--- src/rtl/source_text_tokenizer_top_macros.svh ---
// Assertion helpers for the tokenizer RTL.
`ifndef SOURCE_TEXT_TOKENIZER_TOP_MACROS_SVH
`define SOURCE_TEXT_TOKENIZER_TOP_MACROS_SVH
`ifndef SYNTHESIS
// The property must hold at every clock edge outside reset.
`define STT_ASSERT(name, clk, rst_n, prop) \
    name: assert property (@(posedge clk) disable iff (!rst_n) (prop)) \
        else $error("tokenizer check failed");
// The condition must never be true outside reset.
`define STT_NEVER(name, clk, rst_n, cond) \
    name: assert property (@(posedge clk) disable iff (!rst_n) !(cond)) \
        else $error("tokenizer forbidden condition seen");
`else
`define STT_ASSERT(name, clk, rst_n, prop)
`define STT_NEVER(name, clk, rst_n, cond)
`endif
`endif

--- src/rtl/stt_pkg.sv ---
package stt_pkg;

    // Width of the running byte position; token_start carries its low 16 bits.
    localparam int POS_BITS = 16;
    // Letters a keyword register can hold.
    localparam int KW_LETTERS = 8;
    localparam int WBUF_W = KW_LETTERS * 8;
    localparam int NUM_WORDS = 4;
    localparam int LEN_W = 16;

    // Configuration register indexes.
    typedef enum logic [1:0] {
        REG_PRINT = 2'd0,
        REG_FALSE = 2'd1,
        REG_TRUE  = 2'd2,
        REG_INT   = 2'd3
    } reg_index_t;

    localparam logic [63:0] PRINT_RESET = 64'd500068610672;
    localparam logic [63:0] FALSE_RESET = 64'd435728179558;
    localparam logic [63:0] TRUE_RESET  = 64'd1702195828;
    localparam logic [63:0] INT_RESET   = 64'd7630441;

    typedef logic [NUM_WORDS-1:0][63:0] kw_words_t;

    // Token kinds.
    localparam logic [4:0] K_EOF        = 5'd0;
    localparam logic [4:0] K_NUMBER     = 5'd1;
    localparam logic [4:0] K_IDENT      = 5'd2;
    localparam logic [4:0] K_PRINT      = 5'd3;
    localparam logic [4:0] K_FALSE      = 5'd4;
    localparam logic [4:0] K_TRUE       = 5'd5;
    localparam logic [4:0] K_INT        = 5'd6;
    localparam logic [4:0] K_PLUS       = 5'd7;
    localparam logic [4:0] K_PLUS_PLUS  = 5'd8;
    localparam logic [4:0] K_PLUS_EQ    = 5'd9;
    localparam logic [4:0] K_MINUS      = 5'd10;
    localparam logic [4:0] K_MINUS_MIN  = 5'd11;
    localparam logic [4:0] K_MINUS_EQ   = 5'd12;
    localparam logic [4:0] K_STAR       = 5'd13;
    localparam logic [4:0] K_STAR_EQ    = 5'd14;
    localparam logic [4:0] K_SLASH      = 5'd15;
    localparam logic [4:0] K_SLASH_EQ   = 5'd16;
    localparam logic [4:0] K_ASSIGN     = 5'd17;
    localparam logic [4:0] K_EQ_EQ      = 5'd18;
    localparam logic [4:0] K_NOT_EQ     = 5'd19;
    localparam logic [4:0] K_AND_AND    = 5'd20;
    localparam logic [4:0] K_OR_OR      = 5'd21;
    localparam logic [4:0] K_STRING     = 5'd22;
    localparam logic [4:0] K_SEMI       = 5'd23;
    localparam logic [4:0] K_BAD        = 5'd24;

    // ASCII codes the scanner reacts to.
    localparam logic [7:0] CH_PLUS  = 8'h2B;
    localparam logic [7:0] CH_MINUS = 8'h2D;
    localparam logic [7:0] CH_STAR  = 8'h2A;
    localparam logic [7:0] CH_SLASH = 8'h2F;
    localparam logic [7:0] CH_EQUAL = 8'h3D;
    localparam logic [7:0] CH_BANG  = 8'h21;
    localparam logic [7:0] CH_AMP   = 8'h26;
    localparam logic [7:0] CH_PIPE  = 8'h7C;
    localparam logic [7:0] CH_SEMI  = 8'h3B;
    localparam logic [7:0] CH_QUOTE = 8'h22;
    localparam logic [7:0] CH_NUL   = 8'h00;

    // Scanner modes.
    typedef enum logic [3:0] {
        M_IDLE   = 4'd0,
        M_NUMBER = 4'd1,
        M_WORD   = 4'd2,
        M_PLUS   = 4'd3,
        M_MINUS  = 4'd4,
        M_STAR   = 4'd5,
        M_SLASH  = 4'd6,
        M_EQUAL  = 4'd7,
        M_BANG   = 4'd8,
        M_AMP    = 4'd9,
        M_PIPE   = 4'd10,
        M_QUOTE  = 4'd11,
        M_STRING = 4'd12
    } mode_t;

    // One emitted token.
    typedef struct packed {
        logic [4:0]       kind;
        logic [15:0]      start;
        logic [LEN_W-1:0] length;
        logic             last;
    } result_t;

    // Tokens handed from the scanner to the output buffer in one cycle.
    typedef struct packed {
        logic [1:0] cnt;
        result_t    r0;
        result_t    r1;
    } push_t;

endpackage

--- src/rtl/stt_scan.sv ---
module stt_scan (
    input  logic                  aclk,
    input  logic                  aresetn,
    input  logic                  s_tvalid,
    output logic                  s_tready,
    input  logic [7:0]            s_tdata,   // [7:0] text_byte
    input  logic                  s_tlast,   // end_of_text
    input  stt_pkg::kw_words_t    words,
    input  logic [1:0]            space,
    output stt_pkg::push_t        push
);
    import stt_pkg::*;

    function automatic logic is_space(input logic [7:0] c);
        return (c == 8'd32) || (c inside {[8'd9:8'd13]});
    endfunction

    function automatic logic is_digit(input logic [7:0] c);
        return c inside {[8'd48:8'd57]};
    endfunction

    function automatic logic is_alpha(input logic [7:0] c);
        return (c inside {[8'd65:8'd90]}) || (c inside {[8'd97:8'd122]});
    endfunction

    // Kind of the two-byte operator formed by a pending operator and c, or zero.
    function automatic logic [4:0] pair_kind(input mode_t m, input logic [7:0] c);
        logic [4:0] k;
        k = 5'd0;
        case (m)
            M_PLUS:  k = (c == CH_PLUS) ? K_PLUS_PLUS : ((c == CH_EQUAL) ? K_PLUS_EQ : 5'd0);
            M_MINUS: k = (c == CH_MINUS) ? K_MINUS_MIN : ((c == CH_EQUAL) ? K_MINUS_EQ : 5'd0);
            M_STAR:  k = (c == CH_EQUAL) ? K_STAR_EQ : 5'd0;
            M_SLASH: k = (c == CH_EQUAL) ? K_SLASH_EQ : 5'd0;
            M_EQUAL: k = (c == CH_EQUAL) ? K_EQ_EQ : 5'd0;
            M_BANG:  k = (c == CH_EQUAL) ? K_NOT_EQ : 5'd0;
            M_AMP:   k = (c == CH_AMP) ? K_AND_AND : 5'd0;
            M_PIPE:  k = (c == CH_PIPE) ? K_OR_OR : 5'd0;
            default: k = 5'd0;
        endcase
        return k;
    endfunction

    // Input register.
    logic                in_valid_reg;
    logic [7:0]          in_byte_reg;
    logic                in_end_reg;

    // Scanner state.
    mode_t               mode_reg, mode_next;
    logic [POS_BITS-1:0] pst_reg, pst_next;
    logic [LEN_W-1:0]    plen_reg, plen_next;
    logic [WBUF_W-1:0]   wbuf_reg, wbuf_next;
    logic                wovf_reg, wovf_next;
    logic [POS_BITS-1:0] bpos_reg, bpos_next;

    logic                advance;
    logic                at_end;
    logic [7:0]          b;
    logic [LEN_W-1:0]    plen_grown;

    logic                fl_emit;
    result_t             fl_res;
    logic                tk_emit;
    result_t             tk_res;
    mode_t               tk_mode;
    logic [POS_BITS-1:0] tk_pst;
    logic [LEN_W-1:0]    tk_plen;
    logic [WBUF_W-1:0]   tk_wbuf;

    logic                a_v, b_v;
    result_t             a_r, b_r;
    logic [4:0]          pk;
    logic [1:0]          nres;

    assign b = in_byte_reg;
    assign at_end = in_end_reg || (in_byte_reg == CH_NUL);
    assign plen_grown = (plen_reg != {LEN_W{1'b1}}) ? plen_reg + 1'b1 : plen_reg;
    assign pk = pair_kind(mode_reg, b);

    // The held byte moves on once its tokens fit in the output buffer.
    assign nres = {1'b0, a_v} + {1'b0, b_v};
    assign advance = in_valid_reg && (nres <= space);
    assign s_tready = !in_valid_reg || advance;

    always_ff @(posedge aclk) begin
        if (!aresetn) begin
            in_valid_reg <= 1'b0;
        end else if (s_tready) begin
            in_valid_reg <= s_tvalid;
        end
    end

    always_ff @(posedge aclk) begin
        if (s_tready && s_tvalid) begin
            in_byte_reg <= s_tdata;
            in_end_reg  <= s_tlast;
        end
    end

    // Token that the pending mode leaves behind when it is closed.
    always_comb begin
        fl_emit = 1'b1;
        fl_res  = '{kind: K_BAD, start: 16'(pst_reg), length: '0, last: 1'b0};
        case (mode_reg)
            M_NUMBER: begin
                fl_res.kind   = K_NUMBER;
                fl_res.length = plen_reg;
            end
            M_WORD: begin
                fl_res.length = plen_reg;
                fl_res.kind   = K_IDENT;
                if (!wovf_reg) begin
                    if (64'(wbuf_reg) == words[REG_PRINT]) begin
                        fl_res.kind = K_PRINT;
                    end else if (64'(wbuf_reg) == words[REG_FALSE]) begin
                        fl_res.kind = K_FALSE;
                    end else if (64'(wbuf_reg) == words[REG_TRUE]) begin
                        fl_res.kind = K_TRUE;
                    end else if (64'(wbuf_reg) == words[REG_INT]) begin
                        fl_res.kind = K_INT;
                    end
                end
            end
            M_PLUS: begin
                fl_res.kind   = K_PLUS;
                fl_res.length = LEN_W'(1);
            end
            M_MINUS: begin
                fl_res.kind   = K_MINUS;
                fl_res.length = LEN_W'(1);
            end
            M_STAR: begin
                fl_res.kind   = K_STAR;
                fl_res.length = LEN_W'(1);
            end
            M_SLASH: begin
                fl_res.kind   = K_SLASH;
                fl_res.length = LEN_W'(1);
            end
            M_EQUAL: begin
                fl_res.kind   = K_ASSIGN;
                fl_res.length = LEN_W'(1);
            end
            M_BANG, M_AMP, M_PIPE, M_QUOTE: begin
                fl_res.kind = K_BAD;
            end
            M_STRING: begin
                fl_res.kind   = K_STRING;
                fl_res.length = plen_reg;
            end
            default: begin
                fl_emit = 1'b0;
            end
        endcase
    end

    // How a byte is taken when no token is pending.
    always_comb begin
        tk_emit = 1'b0;
        tk_res  = '{kind: K_BAD, start: 16'(bpos_reg), length: '0, last: 1'b0};
        tk_mode = M_IDLE;
        tk_plen = '0;
        tk_wbuf = '0;
        if (is_space(b)) begin
            tk_mode = M_IDLE;
        end else if (is_digit(b)) begin
            tk_mode = M_NUMBER;
            tk_plen = LEN_W'(1);
        end else if (is_alpha(b)) begin
            tk_mode = M_WORD;
            tk_plen = LEN_W'(1);
            tk_wbuf = WBUF_W'(b);
        end else begin
            case (b)
                CH_PLUS: begin
                    tk_mode = M_PLUS;
                    tk_plen = LEN_W'(1);
                end
                CH_MINUS: begin
                    tk_mode = M_MINUS;
                    tk_plen = LEN_W'(1);
                end
                CH_STAR: begin
                    tk_mode = M_STAR;
                    tk_plen = LEN_W'(1);
                end
                CH_SLASH: begin
                    tk_mode = M_SLASH;
                    tk_plen = LEN_W'(1);
                end
                CH_EQUAL: begin
                    tk_mode = M_EQUAL;
                    tk_plen = LEN_W'(1);
                end
                CH_BANG: begin
                    tk_mode = M_BANG;
                    tk_plen = LEN_W'(1);
                end
                CH_AMP: begin
                    tk_mode = M_AMP;
                    tk_plen = LEN_W'(1);
                end
                CH_PIPE: begin
                    tk_mode = M_PIPE;
                    tk_plen = LEN_W'(1);
                end
                CH_QUOTE: begin
                    tk_mode = M_QUOTE;
                end
                CH_SEMI: begin
                    tk_emit       = 1'b1;
                    tk_res.kind   = K_SEMI;
                    tk_res.length = LEN_W'(1);
                end
                default: begin
                    tk_emit     = 1'b1;
                    tk_res.kind = K_BAD;
                end
            endcase
        end
        tk_pst = (tk_mode == M_IDLE) ? '0 : bpos_reg;
    end

    // Per-byte step: next state and up to two tokens, flushed one first.
    always_comb begin
        logic use_take;
        use_take  = 1'b0;
        mode_next = mode_reg;
        pst_next  = pst_reg;
        plen_next = plen_reg;
        wbuf_next = wbuf_reg;
        wovf_next = wovf_reg;
        bpos_next = bpos_reg + 1'b1;
        a_v = 1'b0;
        a_r = fl_res;
        b_v = 1'b0;
        b_r = tk_res;
        if (at_end) begin
            a_v       = fl_emit;
            b_v       = 1'b1;
            b_r       = '{kind: K_EOF, start: 16'(bpos_reg), length: '0, last: 1'b0};
            mode_next = M_IDLE;
            pst_next  = '0;
            plen_next = '0;
            wbuf_next = '0;
            wovf_next = 1'b0;
            bpos_next = '0;
        end else begin
            case (mode_reg)
                M_IDLE: begin
                    use_take = 1'b1;
                end
                M_NUMBER: begin
                    if (is_digit(b)) begin
                        plen_next = plen_grown;
                    end else begin
                        use_take = 1'b1;
                    end
                end
                M_WORD: begin
                    if (is_alpha(b)) begin
                        plen_next = plen_grown;
                        if (plen_reg < LEN_W'(KW_LETTERS)) begin
                            for (int i = 0; i < KW_LETTERS; i++) begin
                                if (plen_reg == LEN_W'(i)) begin
                                    wbuf_next[i*8 +: 8] = b;
                                end
                            end
                        end else begin
                            wovf_next = 1'b1;
                        end
                    end else begin
                        use_take = 1'b1;
                    end
                end
                M_QUOTE: begin
                    if (is_alpha(b)) begin
                        mode_next = M_STRING;
                        pst_next  = bpos_reg;
                        plen_next = LEN_W'(1);
                        wbuf_next = '0;
                        wovf_next = 1'b0;
                    end else if (b == CH_QUOTE) begin
                        // Empty literal starting at the second quote.
                        b_v       = 1'b1;
                        b_r       = '{kind: K_STRING, start: 16'(bpos_reg), length: '0,
                                      last: 1'b0};
                        mode_next = M_IDLE;
                        pst_next  = '0;
                        plen_next = '0;
                        wbuf_next = '0;
                        wovf_next = 1'b0;
                    end else begin
                        use_take = 1'b1;
                    end
                end
                M_STRING: begin
                    if (is_alpha(b) || is_space(b)) begin
                        plen_next = plen_grown;
                    end else begin
                        // The closing byte is swallowed.
                        a_v       = 1'b1;
                        mode_next = M_IDLE;
                        pst_next  = '0;
                        plen_next = '0;
                        wbuf_next = '0;
                        wovf_next = 1'b0;
                    end
                end
                default: begin
                    if (pk != 5'd0) begin
                        b_v       = 1'b1;
                        b_r       = '{kind: pk, start: 16'(pst_reg), length: LEN_W'(2),
                                      last: 1'b0};
                        mode_next = M_IDLE;
                        pst_next  = '0;
                        plen_next = '0;
                        wbuf_next = '0;
                        wovf_next = 1'b0;
                    end else begin
                        use_take = 1'b1;
                    end
                end
            endcase
            if (use_take) begin
                a_v       = fl_emit;
                a_r       = fl_res;
                b_v       = tk_emit;
                b_r       = tk_res;
                mode_next = tk_mode;
                pst_next  = tk_pst;
                plen_next = tk_plen;
                wbuf_next = tk_wbuf;
                wovf_next = 1'b0;
            end
        end
    end

    // Pack the tokens in order; the final one carries the last flag.
    always_comb begin
        push.cnt     = advance ? nres : 2'd0;
        push.r0      = a_v ? a_r : b_r;
        push.r0.last = !(a_v && b_v);
        push.r1      = b_r;
        push.r1.last = 1'b1;
    end

    always_ff @(posedge aclk) begin
        if (!aresetn) begin
            mode_reg <= M_IDLE;
            pst_reg  <= '0;
            plen_reg <= '0;
            wbuf_reg <= '0;
            wovf_reg <= 1'b0;
            bpos_reg <= '0;
        end else if (advance) begin
            mode_reg <= mode_next;
            pst_reg  <= pst_next;
            plen_reg <= plen_next;
            wbuf_reg <= wbuf_next;
            wovf_reg <= wovf_next;
            bpos_reg <= bpos_next;
        end
    end

endmodule

--- src/rtl/stt_obuf.sv ---
`include "source_text_tokenizer_top_macros.svh"

module stt_obuf (
    input  logic            aclk,
    input  logic            aresetn,
    input  stt_pkg::push_t  push,
    output logic [1:0]      space,
    output logic            m_tvalid,
    input  logic            m_tready,
    output stt_pkg::result_t m_res
);
    import stt_pkg::*;

    // Two result slots; slot 0 drives the output channel.
    logic [1:0] cnt_reg, cnt_next;
    result_t    e0_reg, e0_next;
    result_t    e1_reg, e1_next;
    logic       pop;
    logic [1:0] cnt_mid;

    assign m_tvalid = (cnt_reg != 2'd0);
    assign m_res    = e0_reg;
    assign pop      = m_tvalid && m_tready;
    assign cnt_mid  = cnt_reg - {1'b0, pop};
    assign space    = 2'd2 - cnt_mid;

    // Shift out the taken request, then append the new tokens behind what remains.
    always_comb begin
        e0_next  = pop ? e1_reg : e0_reg;
        e1_next  = e1_reg;
        cnt_next = cnt_mid + push.cnt;
        if (cnt_mid == 2'd0) begin
            if (push.cnt != 2'd0) begin
                e0_next = push.r0;
            end
            e1_next = push.r1;
        end else if (cnt_mid == 2'd1) begin
            if (push.cnt != 2'd0) begin
                e1_next = push.r0;
            end
        end
    end

    always_ff @(posedge aclk) begin
        if (!aresetn) begin
            cnt_reg <= 2'd0;
        end else begin
            cnt_reg <= cnt_next;
        end
    end

    always_ff @(posedge aclk) begin
        e0_reg <= e0_next;
        e1_reg <= e1_next;
    end

    `STT_NEVER(a_cnt_max, aclk, aresetn, cnt_reg == 2'd3)
    `STT_NEVER(a_push_fits, aclk, aresetn, push.cnt > space)
    `STT_ASSERT(a_push_shows, aclk, aresetn, (push.cnt != 2'd0) |=> m_tvalid)

endmodule

--- src/rtl/source_text_tokenizer_top.sv ---
// Streaming source text tokenizer.
// Input channel s_*: one source byte per request in s_tdata, s_tlast set marks
// end of text (a zero byte does the same). Output channel m_*: one token per
// request with kind, start position and length in m_tdata; m_tlast marks the
// final token caused by an input byte. Keyword registers are written through
// the cfg_* channel (index 0 print, 1 false, 2 true, 3 int), always ready.
// A byte accepted from s_* is held in the input register, and its tokens
// move into the output buffer once they fit there, from which the first
// one is then offered on m_*. Throughput is one byte per cycle while the
// output buffer has room; a byte that closes a token and yields another
// (or end of text after a pending token) produces two tokens, which leave
// the output one at a time, so a later byte that needs both slots waits in
// the input register. The two-slot output buffer sets this.
// Reset (aresetn low, synchronous) returns the scanner to idle at position
// zero, empties the output buffer and reloads the default keywords.
// When the receiver stalls, tokens wait in the output buffer, the held byte
// waits in the input register, and s_tready drops until space frees up.
module source_text_tokenizer_top (
    input  logic        aclk,
    input  logic        aresetn,
    input  logic        s_tvalid,
    output logic        s_tready,
    input  logic [7:0]  s_tdata,   // [7:0] text_byte
    input  logic        s_tlast,   // end_of_text
    output logic        m_tvalid,
    input  logic        m_tready,
    output logic [39:0] m_tdata,   // [4:0] token_kind, [20:5] token_start,
                                   // [36:21] token_length, [39:37] zero
    output logic        m_tlast,
    input  logic        cfg_valid,
    output logic        cfg_ready,
    input  logic [1:0]  cfg_index,
    input  logic [63:0] cfg_data
);
    import stt_pkg::*;

    kw_words_t  words_reg;
    push_t      push;
    logic [1:0] space;
    result_t    m_res;

    // Keyword registers; writes are taken at any time.
    assign cfg_ready = 1'b1;

    always_ff @(posedge aclk) begin
        if (!aresetn) begin
            words_reg[REG_PRINT] <= PRINT_RESET;
            words_reg[REG_FALSE] <= FALSE_RESET;
            words_reg[REG_TRUE]  <= TRUE_RESET;
            words_reg[REG_INT]   <= INT_RESET;
        end else if (cfg_valid && cfg_ready) begin
            case (reg_index_t'(cfg_index))
                REG_PRINT: words_reg[REG_PRINT] <= cfg_data;
                REG_FALSE: words_reg[REG_FALSE] <= cfg_data;
                REG_TRUE:  words_reg[REG_TRUE]  <= cfg_data;
                REG_INT:   words_reg[REG_INT]   <= cfg_data;
                default: ;
            endcase
        end
    end

    stt_scan u_scan (
        .aclk     (aclk),
        .aresetn  (aresetn),
        .s_tvalid (s_tvalid),
        .s_tready (s_tready),
        .s_tdata  (s_tdata),
        .s_tlast  (s_tlast),
        .words    (words_reg),
        .space    (space),
        .push     (push)
    );

    stt_obuf u_obuf (
        .aclk     (aclk),
        .aresetn  (aresetn),
        .push     (push),
        .space    (space),
        .m_tvalid (m_tvalid),
        .m_tready (m_tready),
        .m_res    (m_res)
    );

    // Output packing.
    assign m_tdata = {3'b000, m_res.length, m_res.start, m_res.kind};
    assign m_tlast = m_res.last;

endmodule

--- config.mk ---
export PLATFORM = sky130hd
export DESIGN_NAME = source_text_tokenizer_top
export DESIGN_NICKNAME = d
export VERILOG_FILES = /design/src/rtl/stt_pkg.sv /design/src/rtl/stt_scan.sv /design/src/rtl/stt_obuf.sv /design/src/rtl/source_text_tokenizer_top.sv
export VERILOG_INCLUDE_DIRS = /design/src /design/src/rtl
export SDC_FILE = /design/constraint.sdc
export NUM_CORES = 1
export LEC_CHECK = 0
export BUFFER_PORTS_ARGS = -buffer_cell sky130_fd_sc_hd__buf_2
export CAP_MARGIN = 10
export CELL_PAD_IN_SITES_DETAIL_PLACEMENT = 1
export CELL_PAD_IN_SITES_GLOBAL_PLACEMENT = 1
export CORE_ASPECT_RATIO = 1.1
export CORE_MARGIN = 10
export CORE_UTILIZATION = 45
export DETAILED_ROUTE_END_ITERATION = 12
export MAX_ROUTING_LAYER = met4
export PLACE_DENSITY_LB_ADDON = 0.25
export SLEW_MARGIN = 40
export SYNTH_ARGS = -nofsm -noshare
export SYNTH_HDL_FRONTEND = slang
export SYNTH_SLANG_ARGS = --single-unit
--- constraint.sdc ---
create_clock -name aclk -period 13.6 [get_ports aclk]
set_clock_uncertainty 0.15 [all_clocks]
set_input_delay 2.04 -clock aclk [delete_from_list [all_inputs] [get_ports aclk]]
set_output_delay 2.04 -clock aclk [all_outputs]
set_load 0.01 [all_outputs]
==> flow_summary.json, run 1 <==
{
  "status": "completed",
  "p_comb_frac": 0.233,
  "p_seq_frac": 0.429,
  "cts.sinks": 461,
  "antenna_found_initial": 2,
  "power_density_mw_per_mm2": 163,
  "worstSetupPathType": "reg -> out",
  "wl_per_cell_um": 23.9,
  "yosys.cell_types.count": 92,
  "relSlewSlack": 0.448,
  "cts-resized-gates": 0,
  "min-delay-start": "words_reg[139]$_SDFFE_PN0P_",
  "hold_class": "reg -> reg",
  "io_buffer_count": 119,
  "coreArea_mm2": 0.0469,
  "die_w_um": 228,
  "rsz0062_at_grt": "no",
  "cts_buffers": 50,
  "clk_path_buf_depth": 3,
  "avgSynthCellArea_um2": 8.44,
  "syn2layout_area_growth_pct": 11.1,
  "synth-edff-count": 46,
  "reg2reg_setup_slack_ns": 7.10,
  "clock_latency_ns": 0.61,
  "vias": 18226,
  "dp_hpwl_mm": 53.8,
  "async_reset_ff_frac": 0,
  "synth-seq-area-share": 0.451,
  "initial_core_util": 0.458,
  "r2r_cells": 16,
  "gp_congestion": 0.961,
  "drive_gt1_frac": 0.103,
  "holdBufCountCts": 0,
  "worst_path_max_delay_cell": "or4b_1",
  "h-tree-depth": 2,
  "tns_ns": 0,
  "netSwitchingPower_w": 0.00129,
  "synthTopCellsByArea": "dfxtp_1 39%, nand2_1 12%, xor2_1 8.6%",
  "std_cell_rows": 83,
  "fin_area_mm2": 0.0239,
  "io_pins": 124,
  "drc": 0,
  "drtAntennaViolNets": 0,
  "clk_pin_slew_ns": 0.06,
  "cp.arrival_ns": 4.74,
  "critPathTopFamily": "simple AND/OR/NAND/NOR gates",
  "cap_viol_max_count": 0,
  "setup_violations": 0,
  "firstDrtPassIters": 5,
  "ir_drop_uv": 98.2,
  "cts_setup_buffers": 0,
  "synth_warnings": 0,
  "required_ns": 11.41,
  "final-hold-violation-count": 0,
  "via_per_inst": 5.70,
  "synth-seq-cells": 461,
  "cp_max_fo": 12,
  "swShare": 0.330,
  "final_nets": 2611,
  "die_h_um": 249,
  "hold_path_end": "words_reg[139]$_SDFFE_PN0P_",
  "max_freq_mhz": 144,
  "cp-start-kind": "register",
  "power_frac_clock": 0.338,
  "path_buf_inv": 3,
  "worstReg2RegEnd": "u_obuf.e1_reg[29]$_DFFE_PP_",
  "wirelength_mm": 76.6,
  "overflow": 0,
  "synth_top_area_frac": 0.387,
  "worst_setup_path_end_kind": "primary output",
  "rr_startpoint": "u_scan.b[4]$_DFFE_PP_",
  "period_share": 0.510,
  "grt_pass1_wl_mm": 116,
  "synth-main-ff-cell": "dfxtp_1",
  "netlist_area_mm2": 0.0215,
  "root_buffer": "clkbuf_16",
  "maxSlewViolCount": 0,
  "yosysMostFrequentCell": "nand2_1",
  "die_area_mm2": 0.0569,
  "grt_pass1_vias": 18908,
  "worst_pin_slew_ns": 0.829,
  "place_area_mm2": 0.0223,
  "synth_area_leader_cell": "dfxtp_1",
  "p_int_w": 0.00261,
  "period_needed_ns": 6.93,
  "path_cells": "or4b_1 -> nor2_4 -> a31oi_1 -> o21ai_4 -> o211ai_2 -> nand3_1 -> inv_1 -> ha_1 -> ha_1 -> nor2b_1 -> o21ai_0 -> inv_1 -> nand2_1 -> buf_2",
  "leakagePower_nw": 9.94,
  "synthTopCellsByCount": "659 x nand2_1, 415 x dfxtp_1, 244 x a21oi_1, 212 x xor2_1, 163 x clkbuf_1",
  "track_usage": 0.268,
  "cts_tree": "built",
  "largest_reg_flops": 256,
  "synthCells": 2545,
  "critical_path.max_stage_delay_ns": 0.75,
  "min_path_cells": 2,
  "drtIter0Drc": 1297,
  "grt_max_degree": 119
}
## layout make-up
class                      instances  area [µm²]
sequential                       461        9690
tap                              637         797
clock buffer                      78        1470
inverter                          18        75.1
timing repair buffer             137         816
clock inverter                    15        82.6
multi-input combinational       1852       10900
antenna                            1        2.50
fill                            5600       23100
## worst register-to-register path: stages (launching register included)
cell and delay (ns):
edfxtp_1 0.57, or4b_1 0.75, nor2_4 0.18, a31oi_1 0.21, o21ai_4 0.33, o211ai_2 0.19
nand3_1 0.47, inv_1 0.10, ha_1 0.30, ha_1 0.33, nor2b_1 0.13, o21ai_0 0.25
and2_1 0.61, nand3_1 0.53, a31oi_1 0.39, a2bb2oi_2 0.63, a22o_1 0.24
## worst max-delay path by stage
| stage | from | to | slack (ns) | cells after the start |
|---|---|---|---|---|
| after floorplan | m_tready | s_tready | 6.96 | 12 |
| after global placement | m_tready | u_obuf.m_res[2]$_DFF_P_ | 6.32 | 15 |
| after detailed placement | m_tready | u_obuf.e1_reg[29]$_DFFE_PP_ | 6.29 | 15 |
| after CTS | m_tready | s_tready | 6.36 | 13 |
| after global routing | u_scan.b[1]$_DFFE_PP_ | s_tready | 6.33 | 14 |
| final | u_scan.b[4]$_DFFE_PP_ | s_tready | 6.67 | 14 |
## cells in the final DEF (no fill, tap or decap), types with 7 or more instances in the layout
cell and instances:
nand3_1 95, a31oi_1 11, nor3_1 15, clkbuf_16 51, inv_1 17, a22o_1 34
or2_2 9, edfxtp_1 46, xnor2_1 71, o21ai_0 21, nor4_1 55, clkbuf_8 9
o2bb2ai_1 16, ha_1 11, buf_2 118, dfxtp_1 415, and2_1 18, and3_1 41
mux2i_1 85, clkinv_2 7, nand2_1 657, a21o_1 9, xor2_1 212, nor2_1 74
a21oi_1 244, buf_4 7, clkbuf_1 18, buf_6 8, nand4_1 44
## cell families after synthesis
| family | count (synthesis) | synth area share |
|---|---|---|
| mux | 85 | 0.0396 |
| xor+xnor | 283 | 0.115 |
| compound gates | 404 | 0.118 |
| buf+inv | 234 | 0.0449 |
| simple gates | 1065 | 0.224 |
| fa+ha+maj | 11 | 0.00640 |
| other cells | 2 | 0.000349 |
| flops | 461 | 0.451 |
## per-stage QoR
step	total power, W	utilization	instances	hold slack [ns]	setup slack (ns)
floorplan	0.00229	-	2547	0.298	6.96
global placement	0.00256	0.472	3101	0.303	6.32
detailed placement	0.00260	0.474	3104	0.310	6.29
CTS	0.00391	0.507	3197	0.319	6.36
global route	0.00406	0.509	3199	0.338	6.33
finish	0.00389	0.509	3199	0.315	6.67
## layer usage
layer,GRT usage,part of all wire,up-vias
met5,-,0,-
met4,0.146,0.059,0
met3,0.0317,0.044,170
met2,0.452,0.49,468
met1,0.306,0.41,9063
li1,-,-,8525
## power groups by stage
stage	Clock, W	Sequential [W]	Combinational, W
2_1_floorplan	0	0.00166	0.000623
3_3_place_gp	0	0.00169	0.000863
3_5_place_dp	0	0.00170	0.000900
4_1_cts	0.00133	0.00167	0.000906
5_1_grt	0.00139	0.00169	0.000983
6_report	0.00132	0.00167	0.000906
Power figures use the tool's default switching activity.
==> run 2: changes to the inputs <==
--- a/config.mk
+++ b/config.mk
@@ -12,7 +12,7 @@
 export CELL_PAD_IN_SITES_GLOBAL_PLACEMENT = 1
 export CORE_ASPECT_RATIO = 1.1
 export CORE_MARGIN = 10
-export CORE_UTILIZATION = 45
+export CORE_UTILIZATION = 42
 export DETAILED_ROUTE_END_ITERATION = 12
 export MAX_ROUTING_LAYER = met4
 export PLACE_DENSITY_LB_ADDON = 0.25
==> constraint.sdc (replaced) <==
create_clock -name aclk -period 6.07 [get_ports aclk]
set_clock_uncertainty 0.15 [all_clocks]
set_input_delay 0.9105 -clock aclk [delete_from_list [all_inputs] [get_ports aclk]]
set_output_delay 0.9105 -clock aclk [all_outputs]
set_load 0.01 [all_outputs]
==> flow_summary.json, run 2 (synthesis gave the netlist of run 1 again) <==
{
  "largest_reg_flops": 256,
  "coreArea_mm2": 0.0504,
  "fillers": 5958,
  "rsz0062_at_grt": "no",
  "initial_core_util": 0.427,
  "firstDrtPassIters": 5,
  "io_pins": 124,
  "drc": 0,
  "mostFrequentLayoutCells": "659 x nand2_1, 415 x dfxtp_1, 244 x a21oi_1",
  "cp_common_cell": "ha_1",
  "root_buffer": "clkbuf_16",
  "wl_per_cell_um": 24.3,
  "holdBufCountCts": 0,
  "grt_use_met1": 0.301,
  "h-tree-depth": 2,
  "overflow": 0,
  "vias": 18257,
  "final_common_cell": "nand2_1",
  "grt_max_degree": 117,
  "final-hold-violation-count": 0,
  "die_area_mm2": 0.0606,
  "busiest_layer": "met2",
  "holdWs_ns": 0.317,
  "clk_pin_slew_ns": 0.06,
  "worst_setup_path_end_kind": "register",
  "clk_path_buf_depth": 3,
  "path_cells": "inv_1 -> and4b_1 -> a31oi_1 -> o21ai_4 -> o221ai_1 -> nand4_1 -> nand3_1 -> ha_1 -> ha_1 -> nor2b_1 -> o21ai_0 -> and2_1 -> nand2_1 -> or2_2 -> a211oi_2 -> buf_4 -> a221o_1",
  "tns_ns": 0,
  "r2r_cells": 17,
  "cp-start-kind": "register",
  "power.total_w": 0.00902,
  "wirelength_mm": 78.7,
  "multi_input_area_mm2": 0.0109,
  "relSlewSlack": 0.404,
  "syn2layout_area_growth_pct": 12.4,
  "cts_setup_buffers": 0,
  "worstSetupPathType": "reg -> reg",
  "cap_viol_max_count": 0,
  "min_path_cells": 2,
  "cp.arrival_ns": 5.99,
  "dp_slack_ns": 0.290,
  "setup_slack_ns": 0.470,
  "maxSlewViolCount": 0,
  "die_h_um": 257,
  "grt_use_met3": 0.0322,
  "worstReg2RegEnd": "u_obuf.m_res[2]$_DFF_P_",
  "final_nets": 2631,
  "cts.sinks": 461,
  "track_usage": 0.258,
  "grt_pass1_wl_mm": 119,
  "setup_violations": 0,
  "drtAntennaViolNets": 0,
  "grt_pass1_vias": 18780,
  "cts_buffers": 50,
  "period_share": 0.923,
  "ir_drop_uv": 354,
  "hold_path_end": "words_reg[59]$_SDFFE_PN0P_",
  "std_cell_rows": 86,
  "cts_tree": "built",
  "min-delay-start": "words_reg[59]$_SDFFE_PN0P_",
  "cp_max_fo": 23,
  "hold_class": "reg -> reg",
  "worst_path_max_delay_cell": "edfxtp_1",
  "dp_hpwl_mm": 54.9,
  "via_per_inst": 5.63,
  "die_w_um": 236,
  "use_met2": 0.439,
  "regArea_mm2": 0.00969,
  "reg2reg_setup_slack_ns": 0.47,
  "gp_congestion": 0.908,
  "drive_gt1_frac": 0.112,
  "critical_path.max_stage_delay_ns": 0.77,
  "required_ns": 6.46,
  "power_density_mw_per_mm2": 374,
  "status": "completed",
  "io_buffer_count": 119,
  "antenna_found_initial": 2,
  "rr_startpoint": "u_scan.b[1]$_DFFE_PP_",
  "worst_pin_slew_ns": 0.892,
  "clock_latency_ns": 0.61,
  "max_freq_mhz": 179,
  "leakagePower_nw": 10.1,
  "period_needed_ns": 5.60,
  "drtIter0Drc": 1144
}
==> run 2: how the worst max path moves through the flow <==
stage | startpoint | end | slack, ns | cells after the start
floorplan | m_tready | u_obuf.e1_reg[2]$_DFFE_PP_ | 0.76 | 15
global placement | u_scan.b[4]$_DFFE_PP_ | u_obuf.e1_reg[2]$_DFFE_PP_ | 0.46 | 15
detailed placement | u_scan.b[4]$_DFFE_PP_ | u_obuf.e1_reg[2]$_DFFE_PP_ | 0.29 | 15
CTS | u_scan.b[4]$_DFFE_PP_ | u_obuf.e1_reg[15]$_SDFFCE_PN0P_ | 0.25 | 15
global route | u_scan.b[4]$_DFFE_PP_ | u_obuf.m_res[2]$_DFF_P_ | 0.07 | 17
finish | u_scan.b[1]$_DFFE_PP_ | u_obuf.m_res[2]$_DFF_P_ | 0.47 | 17
==> run 2: timing repair <==
item | in CTS | in global routing
gates resized for setup | 0 | 1
hold endpoints to repair | 0 | 0
endpoints found under the setup margin | 0 | 23
==> run 2: area by class of cell <==
| type | instances | share of cell area |
|---|---|---|
| clock buffer | 75 | 0.0641 |
| multi-input combinational | 1852 | 0.451 |
| clock inverter | 16 | 0.00560 |
| inverter | 18 | 0.00311 |
| antenna | 1 | 0.000104 |
| tap | 660 | 0.0342 |
| timing repair buffer | 157 | 0.0404 |
| sequential | 461 | 0.401 |
==> run 2: worst max-delay path: cells and delay by family, from the launching register on <==
family                     cells  cell delay, ns
buffers and inverters          2            0.52
adders and majority gates      2            0.53
and+or+nand+nor                7            1.92
DFF                            1            0.77
AOI/OAI and AO/OA              6            1.63
==> run 2: through the flow <==
step	area, µm²	instances	util
6_report	24200	3240	0.480
5_1_grt	24200	3240	0.480
4_1_cts	24100	3238	0.479
3_5_place_dp	22400	3147	0.446
3_3_place_gp	22300	3144	0.443
2_1_floorplan	21500	2547	-
==> run 2: power breakdown <==
group	leakage, nW	total, W	internal [W]	switching [W]
combinational	5.41	0.00216	0.000761	0.00140
sequential	3.86	0.00372	0.00348	0.000240
clock	0.842	0.00314	0.00181	0.00133
total	10.1	0.00902	0.00605	0.00297
==> run 2: routing by layer <==
| metal | vias to the layer above | wire length (µm) |
|---|---|---|
| met1 | 9155 | 32600 |
| met2 | 408 | 39200 |
| met5 | - | 0 |
| li1 | 8557 | - |
| met3 | 137 | 3080 |
| met4 | 0 | 3830 |
==> run 3: changes to the inputs <==
--- a/config.mk
+++ b/config.mk
@@ -6,6 +6,7 @@
 export SDC_FILE = /design/constraint.sdc
 export NUM_CORES = 1
 export LEC_CHECK = 0
+export ABC_AREA = 1
 export BUFFER_PORTS_ARGS = -buffer_cell sky130_fd_sc_hd__buf_2
 export CAP_MARGIN = 10
 export CELL_PAD_IN_SITES_DETAIL_PLACEMENT = 1
@@ -13,9 +14,11 @@
 export CORE_ASPECT_RATIO = 1.1
 export CORE_MARGIN = 10
 export CORE_UTILIZATION = 42
+export CTS_BUF_LIST = sky130_fd_sc_hd__clkbuf_8
 export DETAILED_ROUTE_END_ITERATION = 12
 export MAX_ROUTING_LAYER = met4
 export PLACE_DENSITY_LB_ADDON = 0.25
+export REMOVE_ABC_BUFFERS = 1
 export SLEW_MARGIN = 40
 export SYNTH_ARGS = -nofsm -noshare
 export SYNTH_HDL_FRONTEND = slang
==> flow_summary.json, run 3 <==
{
  "status": "completed",
  "worst_pin_slew_ns": 0.844,
  "synth-seq-area-share": 0.412,
  "synthTopCellsByArea": "dfxtp_1 35%, nand2_1 16%, nor2_1 8.0%",
  "synth_top_family_by_area": "simple AND/OR/NAND/NOR gates",
  "mostFrequentLayoutCells": "1008 x nand2_1, 498 x nor2_1, 415 x dfxtp_1",
  "power_density_mw_per_mm2": 472,
  "setup_violations": 0,
  "tns_ns": 0,
  "maxSlewViolCount": 0,
  "std_cell_rows": 90,
  "cp_common_cell": "nand2_1",
  "grt_pass1_wl_mm": 124,
  "worst_setup_path_end_kind": "register",
  "vias": 21897,
  "critPathTopFamily": "simple AND/OR/NAND/NOR gates",
  "synth_warnings": 0,
  "die_area_mm2": 0.0659,
  "root_buffer": "clkbuf_8",
  "required_ns": 6.47,
  "drc": 0,
  "final_nets": 3513,
  "netlist_area_mm2": 0.0235,
  "io_buffer_count": 119,
  "yosysMostFrequentCell": "nand2_1",
  "dp_slack_ns": 0.677,
  "grt_max_degree": 93,
  "h-tree-depth": 3,
  "met2_length_mm": 39.9,
  "dr_wl_met3_mm": 2.73,
  "antenna_found_initial": 5,
  "wl_met1_mm": 33.7,
  "cp.arrival_ns": 5.83,
  "cts_setup_buffers": 0,
  "rsz0062_at_grt": "no",
  "cp_max_fo": 44,
  "via_per_inst": 5.18,
  "ir_drop_uv": 258,
  "fin_util": 0.471,
  "setup_slack_ns": 0.633,
  "synth-main-ff-cell": "dfxtp_1",
  "coreArea_mm2": 0.0552,
  "wl_per_cell_um": 18.4,
  "synth-edff-count": 46,
  "final_common_cell": "nand2_1",
  "period_needed_ns": 5.44,
  "dp_hpwl_mm": 54.3,
  "dr.max_layer_used": "met4",
  "fillers": 7123,
  "yosys-mux-area-fraction": 0,
  "final-hold-violation-count": 0,
  "die_h_um": 268,
  "drtIter0Drc": 1123,
  "synthTopCellsByCount": "1008 x nand2_1, 500 x nor2_1, 415 x dfxtp_1, 224 x nand3_1, 212 x inv_1",
  "cts_tree": "built",
  "wirelength_mm": 77.9,
  "drtAntennaViolNets": 0,
  "yosys.area_share.simple": 0.336,
  "synth_compound_area_frac": 0.0772,
  "place_area_mm2": 0.0244,
  "holdBufCountCts": 0,
  "synth_top_area_frac": 0.353,
  "cts.sinks": 461,
  "async_reset_ff_frac": 0,
  "cp-start-kind": "register",
  "synth_area_leader_cell": "dfxtp_1",
  "synth-seq-cells": 461,
  "syn2layout_area_growth_pct": 10.6,
  "grt_pass1_vias": 23348,
  "synth_xor_area_frac": 0.0909,
  "overflow": 0,
  "max_freq_mhz": 184,
  "relSlewSlack": 0.438,
  "worst_path_max_delay_cell": "edfxtp_1",
  "io_pins": 124,
  "path_buf_inv": 8,
  "clock_latency_ns": 0.68,
  "reg2reg_setup_slack_ns": 0.63,
  "synthCells": 3414,
  "clk_path_buf_depth": 3,
  "cts-resized-gates": 0,
  "firstDrtPassIters": 5,
  "clk_pin_slew_ns": 0.06,
  "largest_reg_flops": 256,
  "cts_buffers": 83,
  "hold_class": "in -> reg",
  "drive_gt1_frac": 0.100,
  "fin_area_mm2": 0.0260,
  "leakagePower_nw": 11.4,
  "critical_path.max_stage_delay_ns": 0.54,
  "cap_viol_max_count": 0,
  "yosys.cell_types.count": 50,
  "initial_core_util": 0.426,
  "avgSynthCellArea_um2": 6.89,
  "die_w_um": 246,
  "period_share": 0.896,
  "track_usage": 0.240,
  "synth_adder_area_share": 0.00585,
  "worstSetupPathType": "reg -> reg",
  "gp_congestion": 0.884
}
[run 3: cell types whose count changed after synthesis, moves of 124 or more]
cell     change
nand3_1    +128
xnor2_1    +134
inv_1      +195
nor2_1     +424
o21ai_0    +147
xor2_1     -173
nand2_1    +349
a21oi_1    -124
[run 3: cells by family (layout without fill, tap and decap cells)]
family | Yosys count | in the layout
compound gates | 345 | 345
xor+xnor | 244 | 244
fa+ha+maj | 11 | 11
buf+inv | 462 | 530
flops | 461 | 461
other cells | 2 | 8
simple gates | 1889 | 1889
[run 3: area by class of cell]
| type | instances | area (µm²) | share of cell area |
|---|---|---|---|
| sequential | 461 | 9690 | 0.373 |
| clock inverter | 43 | 198 | 0.00760 |
| antenna | 4 | 10.0 | 0.000385 |
| tap | 736 | 921 | 0.0354 |
| clock buffer | 104 | 1430 | 0.0550 |
| timing repair buffer | 149 | 838 | 0.0322 |
| inverter | 234 | 886 | 0.0341 |
| multi-input combinational | 2493 | 12000 | 0.463 |
[run 3: stage by stage]
| step | hold WS [ns] | instances | total power [W] |
|---|---|---|---|
| after CTS | 0.232 | 4220 | 0.0124 |
| after global placement | 0.305 | 4073 | 0.00923 |
| after global routing | 0.254 | 4223 | 0.0132 |
| final | 0.285 | 4224 | 0.0123 |
| after detailed placement | 0.316 | 4073 | 0.00946 |
| after floorplan | 0.291 | 3188 | 0.00766 |
[run 3: final timing paths]
check / start / to / cells after the start
max: u_scan.b[1]$_DFFE_PP_ / u_obuf.m_res[30]$_DFF_P_ / 28
min: s_tlast / u_scan.in_end_reg$_DFFE_PP_ / 1
max reg2reg: u_scan.b[1]$_DFFE_PP_ / u_obuf.m_res[30]$_DFF_P_ / 28
min reg2reg: words_reg[217]$_SDFFE_PN0P_ / words_reg[217]$_SDFFE_PN0P_ / 2
[run 3: where the power goes]
part	switching [W]	leakage [nW]	total (W)	internal, W
sequential	0.000553	3.88	0.00429	0.00374
combinational	0.00346	6.60	0.00509	0.00163
clock	0.00136	0.943	0.00290	0.00154
total	0.00537	11.4	0.0123	0.00691
[run 3: layer usage]
layer  vias to the layer above  global-route usage
met5                         -                   -
met4                         0              0.0701
met3                        95              0.0308
met2                       319               0.431
met1                     10712               0.273
li1                      10771                   -
